### src/rtl/crcook_pkg.sv
// ----------------------------------------------------------------------------
// crcook_pkg
// Types, register indexes and constants shared by the counter rate cooker.
// ----------------------------------------------------------------------------
package crcook_pkg;

   // counter readings wrap at 2^COUNTER_WRAP_BITS (8 to 48)
   localparam int COUNTER_WRAP_BITS = 48;

   localparam int TIME_W   = 40;
   localparam int VALUE_W  = 48;
   localparam int FACTOR_W = 32;
   localparam int DIFF_W   = VALUE_W + 2;
   localparam int PROD_W   = VALUE_W + FACTOR_W;
   localparam int QUOT_W   = 64;
   localparam int STEP_W   = $clog2(QUOT_W);
   localparam int CSR_IDX_W = 2;

   localparam logic [DIFF_W-1:0] WRAP_ADD = DIFF_W'(1) << COUNTER_WRAP_BITS;
   localparam logic [VALUE_W-1:0] VAL_MAX = {1'b0, {(VALUE_W-1){1'b1}}};
   localparam logic [QUOT_W-1:0] LIM_POS = QUOT_W'(VAL_MAX);
   localparam logic [QUOT_W-1:0] LIM_NEG = QUOT_W'(VAL_MAX) + QUOT_W'(1);
   localparam logic [STEP_W-1:0] LAST_STEP = STEP_W'(QUOT_W - 1);

   // configuration register indexes
   localparam logic [CSR_IDX_W-1:0] CSR_COOK_ENABLE  = 2'd0;
   localparam logic [CSR_IDX_W-1:0] CSR_COUNTER_MODE = 2'd1;
   localparam logic [CSR_IDX_W-1:0] CSR_RATE_FACTOR  = 2'd2;

   typedef struct packed {
      logic [TIME_W-1:0]         sample_time;
      logic signed [VALUE_W-1:0] sample_value;
   } req_payload_type;

   typedef struct packed {
      logic [TIME_W-1:0]         out_time;
      logic signed [VALUE_W-1:0] out_value;
   } rsp_payload_type;

   typedef enum logic [3:0] {
      ST_IDLE,
      ST_DIFF,
      ST_RATE,
      ST_MUL_LO,
      ST_MUL_HI,
      ST_CHECK,
      ST_DIV,
      ST_SCALE,
      ST_EMIT
   } state_type;

   typedef struct packed {
      logic load_in;
      logic diff;
      logic stamp;
      logic mul_lo;
      logic mul_hi;
      logic div_init;
      logic div_step;
      logic finish;
      logic load_out;
   } cmd_type;

   typedef struct packed {
      logic cook_en;
      logic cnt_mode;
      logic rate_on;
      logic time_zero;
      logic stamp_zero;
      logic scale_ok;
      logic ovf;
      logic div_last;
      logic out_free;
   } stat_type;

endpackage

### src/rtl/counter_rate_cooker_unit.sv
// ----------------------------------------------------------------------------
// counter_rate_cooker_unit
// Converts timestamped samples: pass-through, counter differences and scaled rates.
// ----------------------------------------------------------------------------
// The req channel takes one sample transaction (time, Q32.16 value) at a
// time; the rsp channel returns zero or one result per sample. Both use
// valid/ready. The csr port writes cook_enable, counter_mode and rate_factor
// by index; write only while no transaction is in flight.
// Pass-through results go through IDLE, DIFF and EMIT; other unscaled
// results also pass RATE. A rate-scaled result takes two multiply steps
// on the shared 32x32 multiplier, then a 64-step restoring divider,
// one quotient bit per cycle, sets the figure; a product too large for any
// quotient skips the divider and saturates. Dropped samples free the input
// from DIFF or RATE. One sample is worked on at a time; the next is taken
// the cycle after the result is loaded.
// The result sits in an output register; a stalled receiver holds it there
// while the next sample is already accepted and processed, and the block
// waits only when a second result is ready before the first is taken.
// Reset clears configuration, the previous counter reading and the
// previous time stamp, and empties the output register.
// ----------------------------------------------------------------------------
module counter_rate_cooker_unit
   import crcook_pkg::*;
(
   input  logic                 clock,
   input  logic                 reset,
   input  logic                 csr_wr_en,
   input  logic [CSR_IDX_W-1:0] csr_index,
   input  logic [FACTOR_W-1:0]  csr_wr_data,
   input  logic                 req_valid,
   output logic                 req_ready,
   input  req_payload_type      req_payload,
   output logic                 rsp_valid,
   input  logic                 rsp_ready,
   output rsp_payload_type      rsp_payload
);

   cmd_type  cmd;
   stat_type stat;

   crcook_ctrl u_ctrl (
      .clock     (clock),
      .reset     (reset),
      .req_valid (req_valid),
      .req_ready (req_ready),
      .stat      (stat),
      .cmd       (cmd)
   );

   crcook_dp u_dp (
      .clock       (clock),
      .reset       (reset),
      .csr_wr_en   (csr_wr_en),
      .csr_index   (csr_index),
      .csr_wr_data (csr_wr_data),
      .req_payload (req_payload),
      .rsp_valid   (rsp_valid),
      .rsp_ready   (rsp_ready),
      .rsp_payload (rsp_payload),
      .cmd         (cmd),
      .stat        (stat)
   );

endmodule

### src/rtl/crcook_ctrl.sv
// ----------------------------------------------------------------------------
// crcook_ctrl
// Sequencer: walks one transaction through diff, rate setup, multiply,
// divide and emit, issuing commands to the datapath.
// ----------------------------------------------------------------------------
module crcook_ctrl
   import crcook_pkg::*;
(
   input  logic     clock,
   input  logic     reset,
   input  logic     req_valid,
   output logic     req_ready,
   input  stat_type stat,
   output cmd_type  cmd
);

   state_type state_ff;
   state_type state_in;

   always_ff @(posedge clock) begin
      if (reset) begin
         state_ff <= ST_IDLE;
      end else begin
         state_ff <= state_in;
      end
   end

   always_comb begin
      state_in = state_ff;
      case (state_ff)
         ST_IDLE: begin
            if (req_valid) state_in = ST_DIFF;
         end
         ST_DIFF: begin
            if (!stat.cook_en) state_in = ST_EMIT;
            else if (stat.time_zero) state_in = ST_IDLE;
            else state_in = ST_RATE;
         end
         ST_RATE: begin
            if (!stat.rate_on) state_in = ST_EMIT;
            else if (stat.stamp_zero) state_in = ST_IDLE;
            else if (stat.scale_ok) state_in = ST_MUL_LO;
            else state_in = ST_EMIT;
         end
         ST_MUL_LO: state_in = ST_MUL_HI;
         ST_MUL_HI: state_in = ST_CHECK;
         ST_CHECK: begin
            state_in = stat.ovf ? ST_SCALE : ST_DIV;
         end
         ST_DIV: begin
            if (stat.div_last) state_in = ST_SCALE;
         end
         ST_SCALE: state_in = ST_EMIT;
         ST_EMIT: begin
            if (stat.out_free) state_in = ST_IDLE;
         end
         default: state_in = ST_IDLE;
      endcase
   end

   always_comb begin
      cmd = '0;
      req_ready = 1'b0;
      case (state_ff)
         ST_IDLE: begin
            req_ready = 1'b1;
            cmd.load_in = req_valid;
         end
         ST_DIFF: begin
            cmd.diff = stat.cook_en && !stat.time_zero && stat.cnt_mode;
         end
         ST_RATE: begin
            cmd.stamp = stat.rate_on;
         end
         ST_MUL_LO: cmd.mul_lo = 1'b1;
         ST_MUL_HI: cmd.mul_hi = 1'b1;
         ST_CHECK:  cmd.div_init = 1'b1;
         ST_DIV:    cmd.div_step = 1'b1;
         ST_SCALE:  cmd.finish = 1'b1;
         ST_EMIT:   cmd.load_out = stat.out_free;
         default: begin
            cmd = '0;
         end
      endcase
   end

endmodule

### src/rtl/crcook_dp.sv
// ----------------------------------------------------------------------------
// crcook_dp
// Datapath: configuration registers, counter difference, shared 32x32
// multiplier, radix-2 restoring divider and the output register.
// ----------------------------------------------------------------------------
module crcook_dp
   import crcook_pkg::*;
(
   input  logic                 clock,
   input  logic                 reset,
   input  logic                 csr_wr_en,
   input  logic [CSR_IDX_W-1:0] csr_index,
   input  logic [FACTOR_W-1:0]  csr_wr_data,
   input  req_payload_type      req_payload,
   output logic                 rsp_valid,
   input  logic                 rsp_ready,
   output rsp_payload_type      rsp_payload,
   input  cmd_type              cmd,
   output stat_type             stat
);

   // configuration
   logic                cook_ff;
   logic                cmode_ff;
   logic [FACTOR_W-1:0] factor_ff;

   // state carried between transactions
   logic [VALUE_W-1:0] prev_reading_ff, prev_reading_in;
   logic [TIME_W-1:0]  prev_stamp_ff, prev_stamp_in;

   // working registers
   logic [TIME_W-1:0]  time_ff, time_in;
   logic [VALUE_W-1:0] val_ff, val_in;
   logic               inv_ff, inv_in;
   logic               neg_ff, neg_in;
   logic               ovf_ff, ovf_in;
   logic [TIME_W-1:0]  delta_ff, delta_in;
   logic [PROD_W-1:0]  prod_ff, prod_in;
   logic [TIME_W-1:0]  rem_ff, rem_in;
   logic [STEP_W-1:0]  cnt_ff, cnt_in;
   logic               rsp_valid_ff, rsp_valid_in;
   rsp_payload_type    rsp_data_ff, rsp_data_in;

   logic [DIFF_W-1:0]   diff;
   logic [VALUE_W-1:0]  diff_val;
   logic [VALUE_W-1:0]  mag;
   logic [FACTOR_W-1:0] mul_a;
   logic [2*FACTOR_W-1:0] mul_p;
   logic [TIME_W:0]     shifted;
   logic                fits;
   logic                ovf_now;
   logic [QUOT_W-1:0]   lim;
   logic [QUOT_W-1:0]   qsat;
   logic [VALUE_W-1:0]  scaled;

   always_ff @(posedge clock) begin
      if (reset) begin
         cook_ff  <= 1'b0;
         cmode_ff <= 1'b0;
         factor_ff <= '0;
      end else if (csr_wr_en) begin
         case (csr_index)
            CSR_COOK_ENABLE:  cook_ff   <= csr_wr_data[0];
            CSR_COUNTER_MODE: cmode_ff  <= csr_wr_data[0];
            CSR_RATE_FACTOR:  factor_ff <= csr_wr_data;
            default: ;
         endcase
      end
   end

   // counter difference with wrap, clamp positive overflow
   always_comb begin
      if ($signed(val_ff) >= $signed(prev_reading_ff)) begin
         diff = DIFF_W'($signed(val_ff)) - DIFF_W'($signed(prev_reading_ff));
      end else begin
         diff = DIFF_W'($signed(val_ff)) - DIFF_W'($signed(prev_reading_ff)) + WRAP_ADD;
      end
      if (diff[DIFF_W-2:VALUE_W-1] != '0) diff_val = VAL_MAX;
      else diff_val = diff[VALUE_W-1:0];
   end

   assign mag   = val_ff[VALUE_W-1] ? (~val_ff + VALUE_W'(1)) : val_ff;
   assign mul_a = cmd.mul_hi ? FACTOR_W'(mag[VALUE_W-1:FACTOR_W]) : mag[FACTOR_W-1:0];
   assign mul_p = (2*FACTOR_W)'(mul_a) * (2*FACTOR_W)'(factor_ff);

   assign ovf_now = TIME_W'(prod_ff[PROD_W-1:QUOT_W]) >= delta_ff;
   assign shifted = {rem_ff, prod_ff[QUOT_W-1]};
   assign fits    = shifted >= {1'b0, delta_ff};

   assign lim    = neg_ff ? LIM_NEG : LIM_POS;
   assign qsat   = (ovf_ff || prod_ff[QUOT_W-1:0] > lim) ? lim : prod_ff[QUOT_W-1:0];
   assign scaled = neg_ff ? (~qsat[VALUE_W-1:0] + VALUE_W'(1)) : qsat[VALUE_W-1:0];

   always_comb begin
      time_in         = time_ff;
      val_in          = val_ff;
      inv_in          = inv_ff;
      neg_in          = neg_ff;
      ovf_in          = ovf_ff;
      delta_in        = delta_ff;
      prod_in         = prod_ff;
      rem_in          = rem_ff;
      cnt_in          = cnt_ff;
      prev_reading_in = prev_reading_ff;
      prev_stamp_in   = prev_stamp_ff;
      if (cmd.load_in) begin
         time_in = req_payload.sample_time;
         val_in  = req_payload.sample_value;
         inv_in  = 1'b0;
      end
      if (cmd.diff) begin
         prev_reading_in = val_ff;
         inv_in = diff[DIFF_W-1];
         val_in = diff_val;
      end
      if (cmd.stamp) begin
         prev_stamp_in = time_ff;
         delta_in = time_ff - prev_stamp_ff;
      end
      if (cmd.mul_lo) begin
         neg_in  = val_ff[VALUE_W-1];
         prod_in = PROD_W'(mul_p);
      end
      if (cmd.mul_hi) begin
         prod_in = prod_ff + {mul_p[VALUE_W-1:0], {FACTOR_W{1'b0}}};
      end
      if (cmd.div_init) begin
         ovf_in = ovf_now;
         rem_in = TIME_W'(prod_ff[PROD_W-1:QUOT_W]);
         cnt_in = '0;
      end
      if (cmd.div_step) begin
         rem_in  = fits ? TIME_W'(shifted - {1'b0, delta_ff}) : shifted[TIME_W-1:0];
         prod_in = {prod_ff[PROD_W-1:QUOT_W], prod_ff[QUOT_W-2:0], fits};
         cnt_in  = cnt_ff + STEP_W'(1);
      end
      if (cmd.finish) begin
         val_in = scaled;
      end
   end

   always_ff @(posedge clock) begin
      if (reset) begin
         prev_reading_ff <= '0;
         prev_stamp_ff   <= '0;
      end else begin
         prev_reading_ff <= prev_reading_in;
         prev_stamp_ff   <= prev_stamp_in;
      end
   end

   always_ff @(posedge clock) begin
      time_ff  <= time_in;
      val_ff   <= val_in;
      inv_ff   <= inv_in;
      neg_ff   <= neg_in;
      ovf_ff   <= ovf_in;
      delta_ff <= delta_in;
      prod_ff  <= prod_in;
      rem_ff   <= rem_in;
      cnt_ff   <= cnt_in;
   end

   // output register: hold until taken
   always_comb begin
      rsp_valid_in = rsp_valid_ff;
      rsp_data_in  = rsp_data_ff;
      if (rsp_ready) rsp_valid_in = 1'b0;
      if (cmd.load_out) begin
         rsp_valid_in         = 1'b1;
         rsp_data_in.out_time  = time_ff;
         rsp_data_in.out_value = inv_ff ? VAL_MAX : val_ff;
      end
   end

   always_ff @(posedge clock) begin
      if (reset) begin
         rsp_valid_ff <= 1'b0;
      end else begin
         rsp_valid_ff <= rsp_valid_in;
      end
   end

   always_ff @(posedge clock) begin
      rsp_data_ff <= rsp_data_in;
   end

   assign rsp_valid   = rsp_valid_ff;
   assign rsp_payload = rsp_data_ff;

   assign stat.cook_en    = cook_ff;
   assign stat.cnt_mode   = cmode_ff;
   assign stat.rate_on    = factor_ff != '0;
   assign stat.time_zero  = time_ff == '0;
   assign stat.stamp_zero = prev_stamp_ff == '0;
   assign stat.scale_ok   = (time_ff > prev_stamp_ff) && !inv_ff;
   assign stat.ovf        = ovf_now;
   assign stat.div_last   = cnt_ff == LAST_STEP;
   assign stat.out_free   = !rsp_valid_ff || rsp_ready;

endmodule

### config.mk
export PLATFORM = sky130hd
export DESIGN_NAME = counter_rate_cooker_unit
export DESIGN_NICKNAME = d
export VERILOG_FILES = /design/src/rtl/crcook_pkg.sv /design/src/rtl/counter_rate_cooker_unit.sv /design/src/rtl/crcook_ctrl.sv /design/src/rtl/crcook_dp.sv
export SDC_FILE = /design/constraint.sdc
export NUM_CORES = 2
export LEC_CHECK = 0
export BUFFER_PORTS_ARGS = -buffer_cell sky130_fd_sc_hd__buf_2
export CAP_MARGIN = 10
export CELL_PAD_IN_SITES_DETAIL_PLACEMENT = 1
export CELL_PAD_IN_SITES_GLOBAL_PLACEMENT = 2
export CORE_UTILIZATION = 37
export DETAILED_ROUTE_END_ITERATION = 10
export HOLD_SLACK_MARGIN = 0.03
export PLACE_DENSITY = 0.8
export SLEW_MARGIN = 10
export SYNTH_ARGS = -nofsm -noshare
export SYNTH_HDL_FRONTEND = slang
export SYNTH_SLANG_ARGS = --single-unit
### constraint.sdc
create_clock -name clock -period 33.9 [get_ports clock]
set_input_delay 0 -clock clock [delete_from_list [all_inputs] [get_ports clock]]
set_output_delay 0 -clock clock [all_outputs]
set_load 0.005 [all_outputs]
# After elaboration in Yosys (flattened, before gate mapping)
# Index checks and enable logic that the tools add are counted.
dict set report totals {
  reg_bits 472
  in_bits 127
  output_inout_bits 90
}
dict set report classes {
  add_sub_neg 9
  n_mul 1
  order_cmp 5
  eq_ne 14
  mux 42
  n_bitwise 3
  reduce_logical 25
}
# cell n
set ops {}
lappend ops {{48-bit 2-to-1 mux} 8}
lappend ops {{80-bit 2-to-1 mux} 2}
lappend ops {{40-bit 2-to-1 mux} 3}
lappend ops {{48-bit by 48-bit subtractor with 49-bit output} 2}
lappend ops {{48-bit by 1-bit adder with 48-bit output (second input constant)} 2}
lappend ops {{48-bit inverter} 2}
lappend ops {{80-bit adder} 1}
lappend ops {{40-bit zero test} 2}
lappend ops {{40-bit subtractor} 2}
lappend ops {{64-bit by 48-bit > comparator with 1-bit output} 1}
lappend ops {{32-bit by 32-bit multiplier with 64-bit output} 1}
lappend ops {{64-bit 2-to-1 mux} 1}
lappend ops {{50-bit by 49-bit adder with 50-bit output (second input constant)} 1}
lappend ops {{50-bit 2-to-1 mux} 1}
lappend ops {{48-bit >= comparator} 1}
lappend ops {{41-bit by 40-bit >= comparator with 1-bit output} 1}
lappend ops {{16-bit by 40-bit >= comparator with 1-bit output} 1}
lappend ops {{40-bit > comparator} 1}
lappend ops {{4-bit case mux with 9 select lines} 1}
lappend ops {{32-bit 2-to-1 mux} 1}
lappend ops {{32-bit nonzero test} 1}
lappend ops {{4-bit 2-to-1 mux} 7}
lappend ops {{4-bit by 3-bit == test with 1-bit output (second input constant)} 4}
lappend ops {{1-bit 2-to-1 mux} 15}
lappend ops {{21 further kinds} 37}

# Logic depth before layout (Yosys ltp)
dict set report depth {
  depth_word 8
  mapped_depth 51
  ltp_nobuf 46
}

# Modules after synthesis
# From an unflattened synthesis, not the netlist that was laid out.
dict set report unflattened {
  cells_unflattened 7333
  area_unflattened_um2 65645.5
}
# mod instances cells_per_inst area_each_um2
set by_module_without_submodules {}
lappend by_module_without_submodules {crcook_dp 1 7285 65280.1}
lappend by_module_without_submodules {crcook_ctrl 1 48 365.4}

# Worst setup path before layout
# Ideal clock, no wire load.
dict set report synth_timing {
  path_kind {register -> register}
  from {register u_dp.val_ff[6]}
  to {register u_dp.prod_ff[77], data pin}
  setup_ns 0.266
  t_arrival_ns 11.656
  path_slack_ns 21.979
  stages_incl_launch_ff 46
  n_path_buf 2
  cell_sequence {edfxtp_1 > or4_4 > or3_4 > or4_4 > or4_4 > nand2b_4 > nand2b_4 > buf_6 > o41ai_4 > xnor2_1 > nor2_1 > a21oi_1 > buf_2 > nand2_1 > fa_1 > fa_1 > fa_1 > inv_1 > (+10 left out) > a21boi_0 > a211o_1 > nand2_1 > a41o_1 > a21o_1 > a21oi_1 > xnor2_1 > ha_1 > a21o_1 > a21o_1 > a21oi_1 > nor2_1 > a211o_1 > a41o_1 > a2111oi_0 > o21ai_0 > xnor2_1 > nor2_1}
}
dict set report synth_between {
  elab_chain_len 7
}
# element line_no
set synth_lines {}
lappend synth_lines {{start, declared} crcook_dp.sv:33} ;# logic [VALUE_W-1:0] val_ff, val_in;
lappend synth_lines {{start signal, assigned} crcook_dp.sv:154} ;# val_ff <= val_in;
lappend synth_lines {{48-bit inverter} crcook_dp.sv:82} ;# assign mag = val_ff[VALUE_W-1] ? (~val_ff + VALUE_W'(1)) : val_ff;
lappend synth_lines {{48-bit by 1-bit adder with 48-bit output} crcook_dp.sv:82}
lappend synth_lines {{48-bit 2-to-1 mux (*)} crcook_dp.sv:82}
lappend synth_lines {{32-bit 2-to-1 mux (*)} crcook_dp.sv:83} ;# assign mul_a = cmd.mul_hi ? FACTOR_W'(mag[VALUE_W-1:FACTOR_W]) : mag[FACTOR_W-1:0];
lappend synth_lines {{32-bit by 32-bit multiplier with 64-bit output (*)} crcook_dp.sv:84} ;# assign mul_p = (2*FACTOR_W)'(mul_a) * (2*FACTOR_W)'(factor_ff);
lappend synth_lines {{80-bit adder (*)} crcook_dp.sv:125} ;# prod_in = prod_ff + {mul_p[VALUE_W-1:0], {FACTOR_W{1'b0}}};
lappend synth_lines {{80-bit 2-to-1 mux (*)} crcook_dp.sv:124} ;# if (cmd.mul_hi) begin
lappend synth_lines {{end signal, assigned} crcook_dp.sv:159} ;# prod_ff <= prod_in;
lappend synth_lines {{end, declared} crcook_dp.sv:38} ;# logic [PROD_W-1:0] prod_ff, prod_in;
# Mark *: on every way between the ends. The rest lies on a longest branch, timed or not.
# A chain may end at the register's enable or synchronous reset.

# Worst setup path after layout
dict set report layout_timing {
  from {register u_dp.val_ff[20]}
  to {register u_dp.prod_ff[77], data pin}
}
# Same word-level chain as after synthesis.

==> reports/metrics.yaml <==
status: "finished, final reports clean"
gr-usage-met2_pct: 43.74
drt-vias-per-instance: 5.448
grt.busiest_layer: "met2"
path_max_fanout: 32
setup_tns_ps: 0
grt_pass1_wl_mm: 361.7
cts_sinks: 472
postCtsSetupRepairBufs: 0
place.gp.congestion: 0.9061
postRouteWirelength_mm: 233.8
clkTransAtPathRegs_ps: 60
finalMaxSlewViolations: 0
syn-cell-area_um2: 64720
grt_remaining_overflow: 0
die_area_um2: 176600
start_util_pct: 37.23
yosysSeqAreaShare_pct: 19.94
post-place-ws_ps: 20190
synth_nets: 8859
synth_edf_count: 345
antenna_found_initial: 4
min_from: "csr_wr_data[25]"
layout-drive-gt1-share_pct: 7.659
drt-initial-drc-count: 3650
path_class: "reg2reg"
port_buffers: 216
synth_top_cell_area_share_pct: 27.84
slowest_stage: "nor4_1"
ys.flop_type: "edfxtp_1"
use_met3_pct: 4.117
grt_max_degree: 81
yosysWarnings: 0
cp_data_required_time_ps: 34340
track_usage_pct: 26.79
cts_htree_levels: 2
cp-start-kind: "flop"
cts-root-buf: "clkbuf_16"
grt_pass1_vias: 58641
num_io_pins: 217
drt_pass1_iterations: 5
tightest_slew_ps: 1160
powerDensity_nw_per_um2: 44.88
ctsLongestPathBuffers: 3
core.rowCount: 153
slew_headroom_pct: 21.82
synthCells: 7327
yosysUniqueCellTypes: 88
setup_viol: 0
p_leak_nw: 32.13
arrival_ps: 14160
vias: 54069
area_growth_pct: 11.92
end_kind: "flop"
crit_path_max_incr_delay_ps: 1000
max_freq_ghz: 0.07293
worst_ir_drop_vdd_v: 0.00005189
post-route-period-util_pct: 40.45
fin_crit_ps: 13710
wl_per_cell_um: 23.56
finalNetCount: 9081
drc_errors: 0
rsz0062_at_grt: "false"
setup.worst_path.start: "u_dp.val_ff[20]$_DFFE_PP_"
holdPathEnd: "u_dp.factor_ff[25]$_SDFFE_PP0P_"
r2r_start: "u_dp.val_ff[20]$_DFFE_PP_"
cts_tree: "done"
maxCapViolations: 0
ys_top_cells_by_area: "fa_1, edfxtp_1, ha_1"
die_h_um: 420.2
setup_ws_ps: 20190
clock_skew_ps: 38.46
ys_ff_latch: 472
reg2reg_slack_ps: 20190
crit_path_frequent_cell: "fa_1"
final_antenna_net_count: 0
clkLatencyLatePin_ps: 730
min_path_type: "in2reg"
yosys.area.top_type: "fa_1"
cts_buffers: 59
ctsHoldBuffers: 202
async_flop_share_pct: 0
worstHoldPathCells: 4
grt_use_met1_pct: 36.28
syn_area_per_cell_um2: 8.833
ctsResizeCount: 0
coreArea_um2: 173800
timing.rr.end: "u_dp.prod_ff[77]$_SDFFCE_PN0P_"
worstRegToRegCells: 38
die_x_um: 420.2
dpl.hpwl_mm: 178.3
report.final.hold_viol_count: 0
-- placed cells by master (no fill, tap or decap), types with 109 or more instances in the layout --
master / n
dlygate4sd3_1: 202
inv_1: 1094
nand2_1: 1157
a21o_1: 136
and2_1: 469
a21oi_1: 490
fa_1: 900
xor2_1: 109
nor2_1: 271
buf_2: 215
edfxtp_1: 345
xnor2_1: 152
buf_4: 116
o21ai_0: 221
dfxtp_1: 117
ha_1: 505
-- sequential cells by signal (all words and copies together) (netlist names) --
name                  flops
u_dp.delta_ff            40
u_dp.rem_ff              40
u_dp.neg_ff               1
u_dp.time_ff             40
u_dp.ovf_ff               1
u_dp.cmode_ff             1
u_dp.factor_ff           32
u_dp.prod_ff             80
u_dp.cnt_ff               6
u_dp.prev_stamp_ff       40
u_dp.inv_ff               1
u_dp.val_ff              48
u_dp.rsp_valid            1
u_dp.rsp_payload         88
u_ctrl.state_ff           4
u_dp.cook_ff              1
u_dp.prev_reading_ff     48
-- worst max-delay path, delay by kind of cell (launching register included) --
| kind | cells | cell delay [ps] |
|---|---|---|
| adders and majority gates | 10 | 4650 |
| buffers and inverters | 5 | 690 |
| and+or+nand+nor | 13 | 4350 |
| AOI/OAI and AO/OA | 7 | 2590 |
| DFF | 1 | 510 |
| xor gates and xnor gates | 3 | 640 |
-- cell type report --
type / count / area, um^2
Clock buffer: 70 / 1568
Timing Repair Buffer: 534 / 3989
Clock inverter: 41 / 521.8
Fill cell: 20386 / 101400
Tap cell: 2325 / 2909
Sequential cell: 472 / 12910
Antenna cell: 1 / 2.502
Multi-Input combinational cell: 5386 / 46410
Inverter: 1096 / 4114
-- kinds of logic after synthesis --
| family | after synthesis | synth area share, % |
|---|---|---|
| adder cells (fa/ha/maj) | 1405 | 37.60 |
| flip-flops | 472 | 19.94 |
| AND/OR/NAND/NOR | 2454 | 18.00 |
| AO/OA/AOI/OAI | 1253 | 12.12 |
| XOR/XNOR | 262 | 3.567 |
| buffers and inverters | 1469 | 8.584 |
| multiplexers | 12 | 0.1895 |
-- per-layer routing --
layer,up-vias,share of wire [%]
li1,24248,-
met1,28065,44
met2,1425,46
met3,331,5.9
met4,0,3.7
met5,-,0
-- stage by stage --
step / cells / instance area (um^2) / utilization (%) / power (mW) / hold slack [ps]
after floorplan: 7327 / 64720 / - / 1.914 / 98.87
after global placement: 9610 / 68290 / 39.29 / 2.503 / 176.8
after detailed placement: 9610 / 68290 / 39.29 / 2.525 / 178.3
after CTS: 9923 / 72410 / 41.66 / 3.255 / 47.20
after global routing: 9925 / 72430 / 41.67 / 3.456 / 134.5
final: 9925 / 72430 / 41.67 / 3.251 / 103.9
-- Yosys cell counts, types with 59 or more instances --
cell / n
a21o_1: 136
a21oi_1: 503
and2_1: 471
clkbuf_1: 336
dfxtp_1: 127
edfxtp_1: 345
fa_1: 900
ha_1: 505
inv_1: 1095
nand2_1: 1160
nand3_1: 103
nand4_1: 62
nor2_1: 289
nor3_1: 68
nor4_1: 59
o21ai_0: 222
or2_2: 59
xnor2_1: 152
xor2_1: 109
-- report_power, final --
part / switching, mW / internal (mW)
clock: 0.298 / 0.395
combinational: 1.19 / 0.669
sequential: 0.0315 / 0.666
-- how the worst max path moves through the flow --
stage,endpoint,cells after the start
6_report,u_dp.prod_ff[77]$_SDFFCE_PN0P_,38
4_1_cts,u_dp.prod_ff[77]$_SDFFCE_PN0P_,38
2_1_floorplan,u_dp.prod_ff[77]$_SDFFCE_PN0P_,45
5_1_grt,u_dp.prod_ff[77]$_SDFFCE_PN0P_,38
3_3_place_gp,u_dp.prod_ff[77]$_SDFFCE_PN0P_,38
3_5_place_dp,u_dp.prod_ff[77]$_SDFFCE_PN0P_,38
Note: power is estimated with default switching activity, not from simulation.
